[src/rtl/bbms_pkg.sv]
// Shared types and constants for the bounding box match selector.
package bbms_pkg;

    localparam int COORD_BITS_DEF = 10;
    localparam int FRAC_BITS_DEF  = 16;
    localparam int CFG_ADDR_BITS  = 3;

    // Reset values of the configuration registers
    localparam int REF_X_RST   = 320;
    localparam int REF_Y_RST   = 240;
    localparam int REF_W_RST   = 0;
    localparam int REF_H_RST   = 0;
    localparam int NEAR_RST    = 50;
    localparam int PERFECT_RST = 3;

    typedef enum logic [CFG_ADDR_BITS-1:0] {
        CFG_REF_X   = 3'd0,
        CFG_REF_Y   = 3'd1,
        CFG_REF_W   = 3'd2,
        CFG_REF_H   = 3'd3,
        CFG_NEAR    = 3'd4,
        CFG_PERFECT = 3'd5
    } cfg_idx_t;

    typedef enum logic [1:0] {
        ST_IDLE,
        ST_DIV,
        ST_UPD
    } state_t;

    typedef struct packed {
        logic load;
        logic update;
    } ctrl_cmd_t;

    typedef struct packed {
        logic div_done;
        logic last;
        logic out_full;
    } dp_status_t;

endpackage

[src/rtl/bbms_div.sv]
// Serial restoring divider for a min/max ratio in unsigned Q1.FRAC.
module bbms_div
    import bbms_pkg::*;
#(
    parameter int COORD_BITS = COORD_BITS_DEF,
    parameter int FRAC_BITS  = FRAC_BITS_DEF
)
(
    input  logic                  clk,
    input  logic                  rst_n,
    input  logic                  start,
    input  logic [COORD_BITS-1:0] a,
    input  logic [COORD_BITS-1:0] b,
    output logic                  busy,
    output logic [FRAC_BITS:0]    quo
);

    localparam int CNT_BITS = $clog2(FRAC_BITS);
    localparam logic [CNT_BITS-1:0] CNT_LAST = CNT_BITS'(FRAC_BITS - 1);

    logic                  busy_reg, busy_next;
    logic [CNT_BITS-1:0]   cnt_reg;
    logic [COORD_BITS-1:0] hi_reg;
    logic [COORD_BITS-1:0] rem_reg;
    logic [FRAC_BITS-1:0]  q_reg;
    logic                  eq_reg;
    logic                  zero_reg;

    logic [COORD_BITS-1:0] lo_in, hi_in;
    logic [COORD_BITS:0]   rem_sh;
    logic                  take;

    always_comb
    begin
        lo_in  = (a < b) ? a : b;
        hi_in  = (a < b) ? b : a;
        rem_sh = {rem_reg, 1'b0};
        take   = (rem_sh >= {1'b0, hi_reg});
        busy_next = busy_reg;
        if (start)
        begin
            busy_next = 1'b1;
        end
        else if (busy_reg && (cnt_reg == CNT_LAST))
        begin
            busy_next = 1'b0;
        end
    end

    always_ff @(posedge clk or negedge rst_n)
    begin
        if (!rst_n)
        begin
            busy_reg <= 1'b0;
        end
        else
        begin
            busy_reg <= busy_next;
        end
    end

    always_ff @(posedge clk)
    begin
        if (start)
        begin
            cnt_reg  <= '0;
            hi_reg   <= hi_in;
            rem_reg  <= lo_in;
            q_reg    <= '0;
            eq_reg   <= (lo_in == hi_in);
            zero_reg <= (hi_in == '0);
        end
        else if (busy_reg)
        begin
            cnt_reg <= cnt_reg + 1'b1;
            q_reg   <= {q_reg[FRAC_BITS-2:0], take};
            if (take)
            begin
                rem_reg <= COORD_BITS'(rem_sh - {1'b0, hi_reg});
            end
            else
            begin
                rem_reg <= rem_sh[COORD_BITS-1:0];
            end
        end
    end

    // Equal sides give exactly one, unless both are zero
    always_comb
    begin
        if (zero_reg)
        begin
            quo = '0;
        end
        else if (eq_reg)
        begin
            quo = {1'b1, {FRAC_BITS{1'b0}}};
        end
        else
        begin
            quo = {1'b0, q_reg};
        end
    end

    assign busy = busy_reg;

endmodule

[src/rtl/bbms_dp.sv]
// Datapath: config registers, distance test, ratio dividers, best box and result register.
module bbms_dp
    import bbms_pkg::*;
#(
    parameter int COORD_BITS = COORD_BITS_DEF,
    parameter int FRAC_BITS  = FRAC_BITS_DEF
)
(
    input  logic                     clk,
    input  logic                     rst_n,
    input  logic                     cfg_we,
    input  logic [CFG_ADDR_BITS-1:0] cfg_addr,
    input  logic [COORD_BITS-1:0]    cfg_wdata,
    input  logic [COORD_BITS-1:0]    box_left,
    input  logic [COORD_BITS-1:0]    box_top,
    input  logic [COORD_BITS-1:0]    box_width,
    input  logic [COORD_BITS-1:0]    box_height,
    input  logic                     frame_end,
    input  ctrl_cmd_t                cmd,
    output dp_status_t               status,
    input  logic                     out_ready,
    output logic                     out_valid,
    output logic                     match_found,
    output logic [COORD_BITS-1:0]    best_left,
    output logic [COORD_BITS-1:0]    best_top,
    output logic [COORD_BITS-1:0]    best_width,
    output logic [COORD_BITS-1:0]    best_height,
    output logic [FRAC_BITS:0]       best_score
);

    localparam int C  = COORD_BITS;
    localparam int SB = FRAC_BITS + 1;
    localparam logic [SB-1:0] SCORE_ONE   = SB'(1) << FRAC_BITS;
    localparam logic [SB-1:0] SCORE_FLOOR = SB'(3) << (FRAC_BITS - 2);

    // Configuration registers
    logic [C-1:0] ref_x_reg, ref_y_reg, ref_w_reg, ref_h_reg, near_reg, perf_reg;

    always_ff @(posedge clk or negedge rst_n)
    begin
        if (!rst_n)
        begin
            ref_x_reg <= C'(REF_X_RST);
            ref_y_reg <= C'(REF_Y_RST);
            ref_w_reg <= C'(REF_W_RST);
            ref_h_reg <= C'(REF_H_RST);
            near_reg  <= C'(NEAR_RST);
            perf_reg  <= C'(PERFECT_RST);
        end
        else if (cfg_we)
        begin
            case (cfg_addr)
                CFG_REF_X:   ref_x_reg <= cfg_wdata;
                CFG_REF_Y:   ref_y_reg <= cfg_wdata;
                CFG_REF_W:   ref_w_reg <= cfg_wdata;
                CFG_REF_H:   ref_h_reg <= cfg_wdata;
                CFG_NEAR:    near_reg  <= cfg_wdata;
                CFG_PERFECT: perf_reg  <= cfg_wdata;
                default:     ;
            endcase
        end
    end

    // Candidate capture and centre offsets
    logic [C-1:0] x_reg, y_reg, w_reg, h_reg;
    logic         last_reg;
    logic [C:0]   cx, cy, dx_next, dy_next, dx_reg, dy_reg;

    always_comb
    begin
        cx = {1'b0, box_left} + {2'b00, box_width[C-1:1]};
        cy = {1'b0, box_top} + {2'b00, box_height[C-1:1]};
        dx_next = (cx >= {1'b0, ref_x_reg}) ? cx - {1'b0, ref_x_reg}
                                            : {1'b0, ref_x_reg} - cx;
        dy_next = (cy >= {1'b0, ref_y_reg}) ? cy - {1'b0, ref_y_reg}
                                            : {1'b0, ref_y_reg} - cy;
    end

    always_ff @(posedge clk)
    begin
        if (cmd.load)
        begin
            x_reg    <= box_left;
            y_reg    <= box_top;
            w_reg    <= box_width;
            h_reg    <= box_height;
            last_reg <= frame_end;
            dx_reg   <= dx_next;
            dy_reg   <= dy_next;
        end
    end

    // Squared distance against squared limits: isqrt(d) > L iff d >= (L+1)^2,
    // isqrt(d) < P iff d < P^2
    logic [2*C+1:0] dx2_reg, dy2_reg, lim2_reg, per2_reg;
    logic [C:0]     near_p1;
    logic [2*C+2:0] dist2;
    logic           far_reg, close_reg;

    assign near_p1 = {1'b0, near_reg} + 1'b1;

    always_ff @(posedge clk)
    begin
        dx2_reg  <= {{(C+1){1'b0}}, dx_reg} * {{(C+1){1'b0}}, dx_reg};
        dy2_reg  <= {{(C+1){1'b0}}, dy_reg} * {{(C+1){1'b0}}, dy_reg};
        lim2_reg <= {{(C+1){1'b0}}, near_p1} * {{(C+1){1'b0}}, near_p1};
        per2_reg <= {{(C+2){1'b0}}, perf_reg} * {{(C+2){1'b0}}, perf_reg};
    end

    assign dist2 = {1'b0, dx2_reg} + {1'b0, dy2_reg};

    always_ff @(posedge clk)
    begin
        far_reg   <= (dist2 >= {1'b0, lim2_reg});
        close_reg <= (dist2 < {1'b0, per2_reg});
    end

    // Ratio dividers, run side by side
    logic          busy_h, busy_w;
    logic [SB-1:0] ratio_h, ratio_w;

    bbms_div #(
        .COORD_BITS (COORD_BITS),
        .FRAC_BITS  (FRAC_BITS)
    ) u_div_h (
        .clk   (clk),
        .rst_n (rst_n),
        .start (cmd.load),
        .a     (box_height),
        .b     (ref_h_reg),
        .busy  (busy_h),
        .quo   (ratio_h)
    );

    bbms_div #(
        .COORD_BITS (COORD_BITS),
        .FRAC_BITS  (FRAC_BITS)
    ) u_div_w (
        .clk   (clk),
        .rst_n (rst_n),
        .start (cmd.load),
        .a     (box_width),
        .b     (ref_w_reg),
        .busy  (busy_w),
        .quo   (ratio_w)
    );

    logic [SB:0]   ratio_sum;
    logic [SB-1:0] score;

    always_comb
    begin
        ratio_sum = {1'b0, ratio_h} + {1'b0, ratio_w};
        if (far_reg)
        begin
            score = '0;
        end
        else if (close_reg)
        begin
            score = SCORE_ONE;
        end
        else
        begin
            score = ratio_sum[SB:1];
        end
    end

    // Best-so-far tracking
    logic [SB-1:0] top_score_reg, top_score_next;
    logic [C-1:0]  tx_reg, ty_reg, tw_reg, th_reg;
    logic [C-1:0]  tx_next, ty_next, tw_next, th_next;
    logic          have_reg, have_next, perfect_reg, perfect_next;
    logic          win;
    logic          out_valid_reg;

    always_comb
    begin
        win            = !perfect_reg && (score > top_score_reg);
        top_score_next = top_score_reg;
        tx_next        = tx_reg;
        ty_next        = ty_reg;
        tw_next        = tw_reg;
        th_next        = th_reg;
        have_next      = have_reg;
        perfect_next   = perfect_reg;
        if (win)
        begin
            top_score_next = score;
            tx_next        = x_reg;
            ty_next        = y_reg;
            tw_next        = w_reg;
            th_next        = h_reg;
            have_next      = 1'b1;
            perfect_next   = (score == SCORE_ONE);
        end
    end

    always_ff @(posedge clk or negedge rst_n)
    begin
        if (!rst_n)
        begin
            top_score_reg <= SCORE_FLOOR;
            tx_reg        <= '0;
            ty_reg        <= '0;
            tw_reg        <= '0;
            th_reg        <= '0;
            have_reg      <= 1'b0;
            perfect_reg   <= 1'b0;
        end
        else if (cmd.update)
        begin
            if (last_reg)
            begin
                // clear for the next frame
                top_score_reg <= SCORE_FLOOR;
                tx_reg        <= '0;
                ty_reg        <= '0;
                tw_reg        <= '0;
                th_reg        <= '0;
                have_reg      <= 1'b0;
                perfect_reg   <= 1'b0;
            end
            else
            begin
                top_score_reg <= top_score_next;
                tx_reg        <= tx_next;
                ty_reg        <= ty_next;
                tw_reg        <= tw_next;
                th_reg        <= th_next;
                have_reg      <= have_next;
                perfect_reg   <= perfect_next;
            end
        end
    end

    // Result register
    always_ff @(posedge clk or negedge rst_n)
    begin
        if (!rst_n)
        begin
            out_valid_reg <= 1'b0;
        end
        else if (cmd.update && last_reg)
        begin
            out_valid_reg <= 1'b1;
        end
        else if (out_ready)
        begin
            out_valid_reg <= 1'b0;
        end
    end

    always_ff @(posedge clk)
    begin
        if (cmd.update && last_reg)
        begin
            match_found <= have_next;
            best_left   <= have_next ? tx_next : '0;
            best_top    <= have_next ? ty_next : '0;
            best_width  <= have_next ? tw_next : '0;
            best_height <= have_next ? th_next : '0;
            best_score  <= have_next ? top_score_next : '0;
        end
    end

    assign out_valid       = out_valid_reg;
    assign status.div_done = !busy_h && !busy_w;
    assign status.last     = last_reg;
    assign status.out_full = out_valid_reg && !out_ready;

endmodule

[src/rtl/bbms_ctrl.sv]
// Controller: sequences accept, ratio division and best-box update.
module bbms_ctrl
    import bbms_pkg::*;
(
    input  logic       clk,
    input  logic       rst_n,
    input  logic       in_valid,
    output logic       in_ready,
    input  dp_status_t status,
    output ctrl_cmd_t  cmd
);

    state_t state_reg, state_next;

    always_ff @(posedge clk or negedge rst_n)
    begin
        if (!rst_n)
        begin
            state_reg <= ST_IDLE;
        end
        else
        begin
            state_reg <= state_next;
        end
    end

    always_comb
    begin
        state_next = state_reg;
        in_ready   = 1'b0;
        cmd        = '0;
        case (state_reg)
            ST_IDLE:
            begin
                in_ready = 1'b1;
                if (in_valid)
                begin
                    cmd.load   = 1'b1;
                    state_next = ST_DIV;
                end
            end
            ST_DIV:
            begin
                if (status.div_done)
                begin
                    state_next = ST_UPD;
                end
            end
            ST_UPD:
            begin
                // hold a frame's last beat until the result register is free
                if (!(status.last && status.out_full))
                begin
                    cmd.update = 1'b1;
                    state_next = ST_IDLE;
                end
            end
            default:
            begin
                state_next = ST_IDLE;
            end
        endcase
    end

endmodule

[src/rtl/bounding_box_match_selector_top.sv]
// A candidate is accepted in ST_IDLE; ST_DIV waits for the two bit-serial ratio dividers,
// which run side by side, then ST_UPD updates the best box and, on a frame's last beat,
// sets the result register and m_tvalid. No new candidate is taken before that update.
// A waiting result stalls only the update of a later frame's last beat.
// Reset (rst_n, async, active low) loads register defaults and clears the best box.
module bounding_box_match_selector_top
    import bbms_pkg::*;
#(
    parameter int COORD_BITS = COORD_BITS_DEF,
    parameter int FRAC_BITS  = FRAC_BITS_DEF,
    localparam int IN_BITS   = 4 * COORD_BITS,
    localparam int IN_BYTES  = (IN_BITS + 7) / 8,
    localparam int OUT_BITS  = 4 * COORD_BITS + FRAC_BITS + 1,
    localparam int OUT_BYTES = (OUT_BITS + 7) / 8
)
(
    input  logic                     clk,
    input  logic                     rst_n,
    input  logic                     cfg_we,
    input  logic [CFG_ADDR_BITS-1:0] cfg_addr,
    input  logic [COORD_BITS-1:0]    cfg_wdata,
    input  logic                     s_tvalid,
    output logic                     s_tready,
    // box_left, box_top, box_width, box_height
    input  logic [8*IN_BYTES-1:0]    s_tdata,
    input  logic                     s_tlast,
    output logic                     m_tvalid,
    input  logic                     m_tready,
    // best_left, best_top, best_width, best_height, best_score, zero fill
    output logic [8*OUT_BYTES-1:0]   m_tdata,
    // match_found
    output logic                     m_tuser
);

    localparam int C = COORD_BITS;

    ctrl_cmd_t             cmd;
    dp_status_t            status;
    logic [C-1:0]          best_left, best_top, best_width, best_height;
    logic [FRAC_BITS:0]    best_score;

    bbms_ctrl u_ctrl (
        .clk      (clk),
        .rst_n    (rst_n),
        .in_valid (s_tvalid),
        .in_ready (s_tready),
        .status   (status),
        .cmd      (cmd)
    );

    bbms_dp #(
        .COORD_BITS (COORD_BITS),
        .FRAC_BITS  (FRAC_BITS)
    ) u_dp (
        .clk         (clk),
        .rst_n       (rst_n),
        .cfg_we      (cfg_we),
        .cfg_addr    (cfg_addr),
        .cfg_wdata   (cfg_wdata),
        .box_left    (s_tdata[C-1:0]),
        .box_top     (s_tdata[2*C-1:C]),
        .box_width   (s_tdata[3*C-1:2*C]),
        .box_height  (s_tdata[4*C-1:3*C]),
        .frame_end   (s_tlast),
        .cmd         (cmd),
        .status      (status),
        .out_ready   (m_tready),
        .out_valid   (m_tvalid),
        .match_found (m_tuser),
        .best_left   (best_left),
        .best_top    (best_top),
        .best_width  (best_width),
        .best_height (best_height),
        .best_score  (best_score)
    );

    assign m_tdata = (8*OUT_BYTES)'({best_score, best_height, best_width, best_top, best_left});

endmodule

[config.mk]
export PLATFORM = sky130hd
export DESIGN_NAME = bounding_box_match_selector_top
export DESIGN_NICKNAME = d
export VERILOG_FILES = /design/src/rtl/bbms_pkg.sv /design/src/rtl/bbms_div.sv /design/src/rtl/bbms_dp.sv /design/src/rtl/bbms_ctrl.sv /design/src/rtl/bounding_box_match_selector_top.sv
export SDC_FILE = /design/constraint.sdc
export NUM_CORES = 2
export LEC_CHECK = 0
export BUFFER_PORTS_ARGS = -buffer_cell sky130_fd_sc_hd__buf_2
export CAP_MARGIN = 20
export CORE_ASPECT_RATIO = 0.75
export CORE_UTILIZATION = 60
export CTS_CLUSTER_DIAMETER = 120
export DETAILED_ROUTE_END_ITERATION = 10
export PLACE_DENSITY = 0.78
export SLEW_MARGIN = 20
export SYNTH_ARGS = -nofsm -noshare
export SYNTH_HDL_FRONTEND = slang
export SYNTH_HIERARCHICAL = 1
export SYNTH_SLANG_ARGS = --single-unit
[constraint.sdc]
create_clock -name clk -period 13.8 [get_ports clk]
set_input_delay 4.14 -clock clk [delete_from_list [all_inputs] [get_ports clk]]
set_output_delay 4.14 -clock clk [all_outputs]
set_load 0.02 [all_outputs]
==> results_dict.tcl <==
set metrics [dict create \
    run_status "complete, no violations" \
    clock_latency_ps 570 \
    setup_slack_ps 5390 \
    crit_path_start_kind "input port" \
    post_synthesis_share_of_cell_area_spent_on_full_adders_half_adders_and_majority_gates_pct 28.5 \
    detail_route.wirelength_um 82200 \
    final_min_period_over_clock_period_pct 61.0 \
    start_util_pct 61.2 \
    ioPinCount 126 \
    clkSlewWorstSetupHoldPaths_ps 60 \
    rsz_0062_raised_after_global_routing "false" \
    initialDrtViolationCount 2361 \
    ys_top_cells_by_area "edfxtp_1 (14%), ha_1 (14%), fa_1 (14%)" \
    worst_pin_slew_ps 1020 \
    gp_congestion 0.911 \
    synth_flop_cell "edfxtp_1" \
    numPlacedInstances 4334 \
    design.core.area_um2 56400 \
    cts-root-to-sink-buffers 3 \
    yosys-mux-area-fraction_pct 4.12 \
    port-buffer-count 118 \
    drtPass1Iterations 7 \
    hp-class "reg -> reg" \
    die_w_um 279 \
    num_rows 75 \
    antenna_left 0 \
    y_dimension_of_the_die_um 210 \
    post_synth_xor_area_fraction_pct 4.37 \
    asyncSetResetFlopFracSynth_pct 30.0 \
    post_route_cells_drive_above_1_share_pct 9.23 \
    post_drt_via_cell_ratio 5.77 \
    max_freq_mhz 119 \
    worst_path_arrival_time_ps 8700 \
    cts_max_level 2 \
    max_cap_violations 0 \
    cts_root_buf "clkbuf_16" \
    library_cells_used_by_synthesis 91 \
    cp_capture_type "register" \
    grt_start_max_net_pins 88 \
    share_of_yosys_cell_area_claimed_by_the_top_area_cell_type_pct 14.4 \
    synth-simple-area-share_pct 12.7 \
    fin_worst_skew_ps 22.4 \
    cp_data_required_time_ps 14090 \
    mappedNetlistArea_um2 34500 \
    numClockSinks 413 \
    grt_overflow 0 \
    first_pass_grt_wire_length_um 131000 \
    finalNonFillerCells 4413 \
    hold_viol 0 \
    post-route-min-period_ps 8410 \
    antenna_found_initial 4 \
    cts_tree "yes" \
    synth_sequential_area_ratio_pct 30.6 \
    synth_top_family_by_area "adder cells" \
    drc_markers 0 \
    synth_warnings 6 \
    setup.worst_path.class "in -> reg" \
    compound_gate_fraction_of_synth_area_pct 11.9 \
    grt_util_all_layers_pct 28.4 \
    fill_cells 4430 \
    die-area_um2 58500 \
    setup_viol_count_final 0 \
    via_count_of_the_first_global_routing_pass 24400 \
    final_max_slew_viol_count 0 \
    resize_count_post_cts 0 \
    dp_hpwl_um 62300 \
    postSynthAreaPerCell_um2 9.73 \
    synth_top_cell_by_area "edfxtp_1" \
    route.vias.total 25400 \
    ys_seq_elements 413 \
    finalSetupTns_ps 0 \
    number_of_cells_produced_by_synthesis 3546 \
    route.detailed.wl_per_inst_um 18.6 \
    synth_edf_count 165 \
    area_delta_synth_final_pct 7.65 \
    final.hold.worst_slack_ps 491 \
    postCtsHoldBufs 0 \
    fin_nets 4307 \
    worstPathMaxFanout 15 \
    place_ws_ps 4930 \
    max_slew_headroom_pct 32.2 \
    cts_setup_buffers 0 \
    number_of_buffers_added_by_the_clock_tree_synthesis_step 41 \
]
path summary, 6_finish.rpt:
path | slack [ps] | startpoint | cells after the start | endpoint
hold / removal | 490 | u_ctrl/state_reg[1] | 1 | u_ctrl/state_reg[0]
min in group asynchronous | 3550 | rst_n | 1 | u_dp/tx_reg[8]
hold reg to reg | 490 | u_ctrl/state_reg[1] | 1 | u_ctrl/state_reg[0]
setup reg to reg | 6670 | u_dp/near_reg[4] | 25 | u_dp/lim2_reg[20]
setup / recovery | 5390 | s_tdata[32] | 21 | u_dp/dy_reg[8]
max in group asynchronous | 8830 | rst_n | 2 | u_dp/u_div_w/busy
layout make-up:
type | count | area [µm²] | area share, %
clock buffers | 62 | 1240 | 3.34
diodes | 2 | 5.00 | 0.0135
flip-flops and latches | 413 | 10600 | 28.4
well taps | 770 | 963 | 2.59
inverters | 559 | 2100 | 5.65
clock inverters | 14 | 176 | 0.475
multi-input cells | 2458 | 21400 | 57.5
repair buffers | 135 | 728 | 1.96
metrics by stage:
step	utilization [%]	area [µm²]
floorplan	-	34500
global placement	63.3	35700
detailed placement	63.3	35700
CTS	65.8	37100
global route	65.8	37100
finish	65.8	37100
worst max-delay path, cell delays in order:
cell and delay, ps:
buf_2 210, ha_1 270, a21o_1 160, a21oi_1 230, o21bai_1 90, a21oi_1 220
o21bai_1 90, a21oi_1 240, o21bai_1 110, a21oi_1 260, xnor2_1 160, ha_1 310
a21o_1 200, a31oi_1 230, o311ai_0 180, o21ai_0 230, nand2_1 410, mux2_2 430
a21oi_2 210, o21ai_0 140, xor2_1 160
routing by layer:
metal  wire [µm]  GRT usage, %  vias up
li1            -             -    12100
met1       39100          44.6    12300
met2       33200          38.9      983
met3        8090          6.88      136
met4        1730          6.63        6
met5          42             0        -
cell families after synthesis:
family / count (synthesis)
AOI/OAI and AO/OA: 600
xor gates and xnor gates: 172
adders and majority gates: 640
buffers and inverters: 687
DFF: 413
muxes: 131
other: 3
and+or+nand+nor: 900
placed cells by master, fill, tap and decap left out, types with 29 or more instances in the layout:
cell,n
nand2_1,263
o21ai_0,96
xor2_1,61
buf_2,117
nor3_1,45
nor2b_1,42
fa_1,244
a22oi_1,48
inv_1,558
mux2i_1,59
dfrtp_1,110
mux2_2,69
and2_1,136
xnor2_1,111
edfxtp_1,165
a211oi_1,29
nor2_1,202
dfxtp_1,124
clkbuf_16,44
ha_1,396
nand3_1,69
o22ai_1,47
a21oi_1,122
o21a_1,29
a21o_1,63
synth_stat cells, drive strengths merged, types with 83 or more instances:
| cell | count |
|---|---|
| dfxtp | 124 |
| ha | 396 |
| o21ai | 106 |
| inv | 559 |
| xnor2 | 111 |
| nor2 | 203 |
| clkbuf | 83 |
| edfxtp | 165 |
| fa | 244 |
| a21oi | 127 |
| dfrtp | 111 |
| nand2 | 263 |
| and2 | 139 |
Power is left out: the tool's default activity adds up to more than one toggle a clock period on the data nets, which glitch-free logic cannot reach.
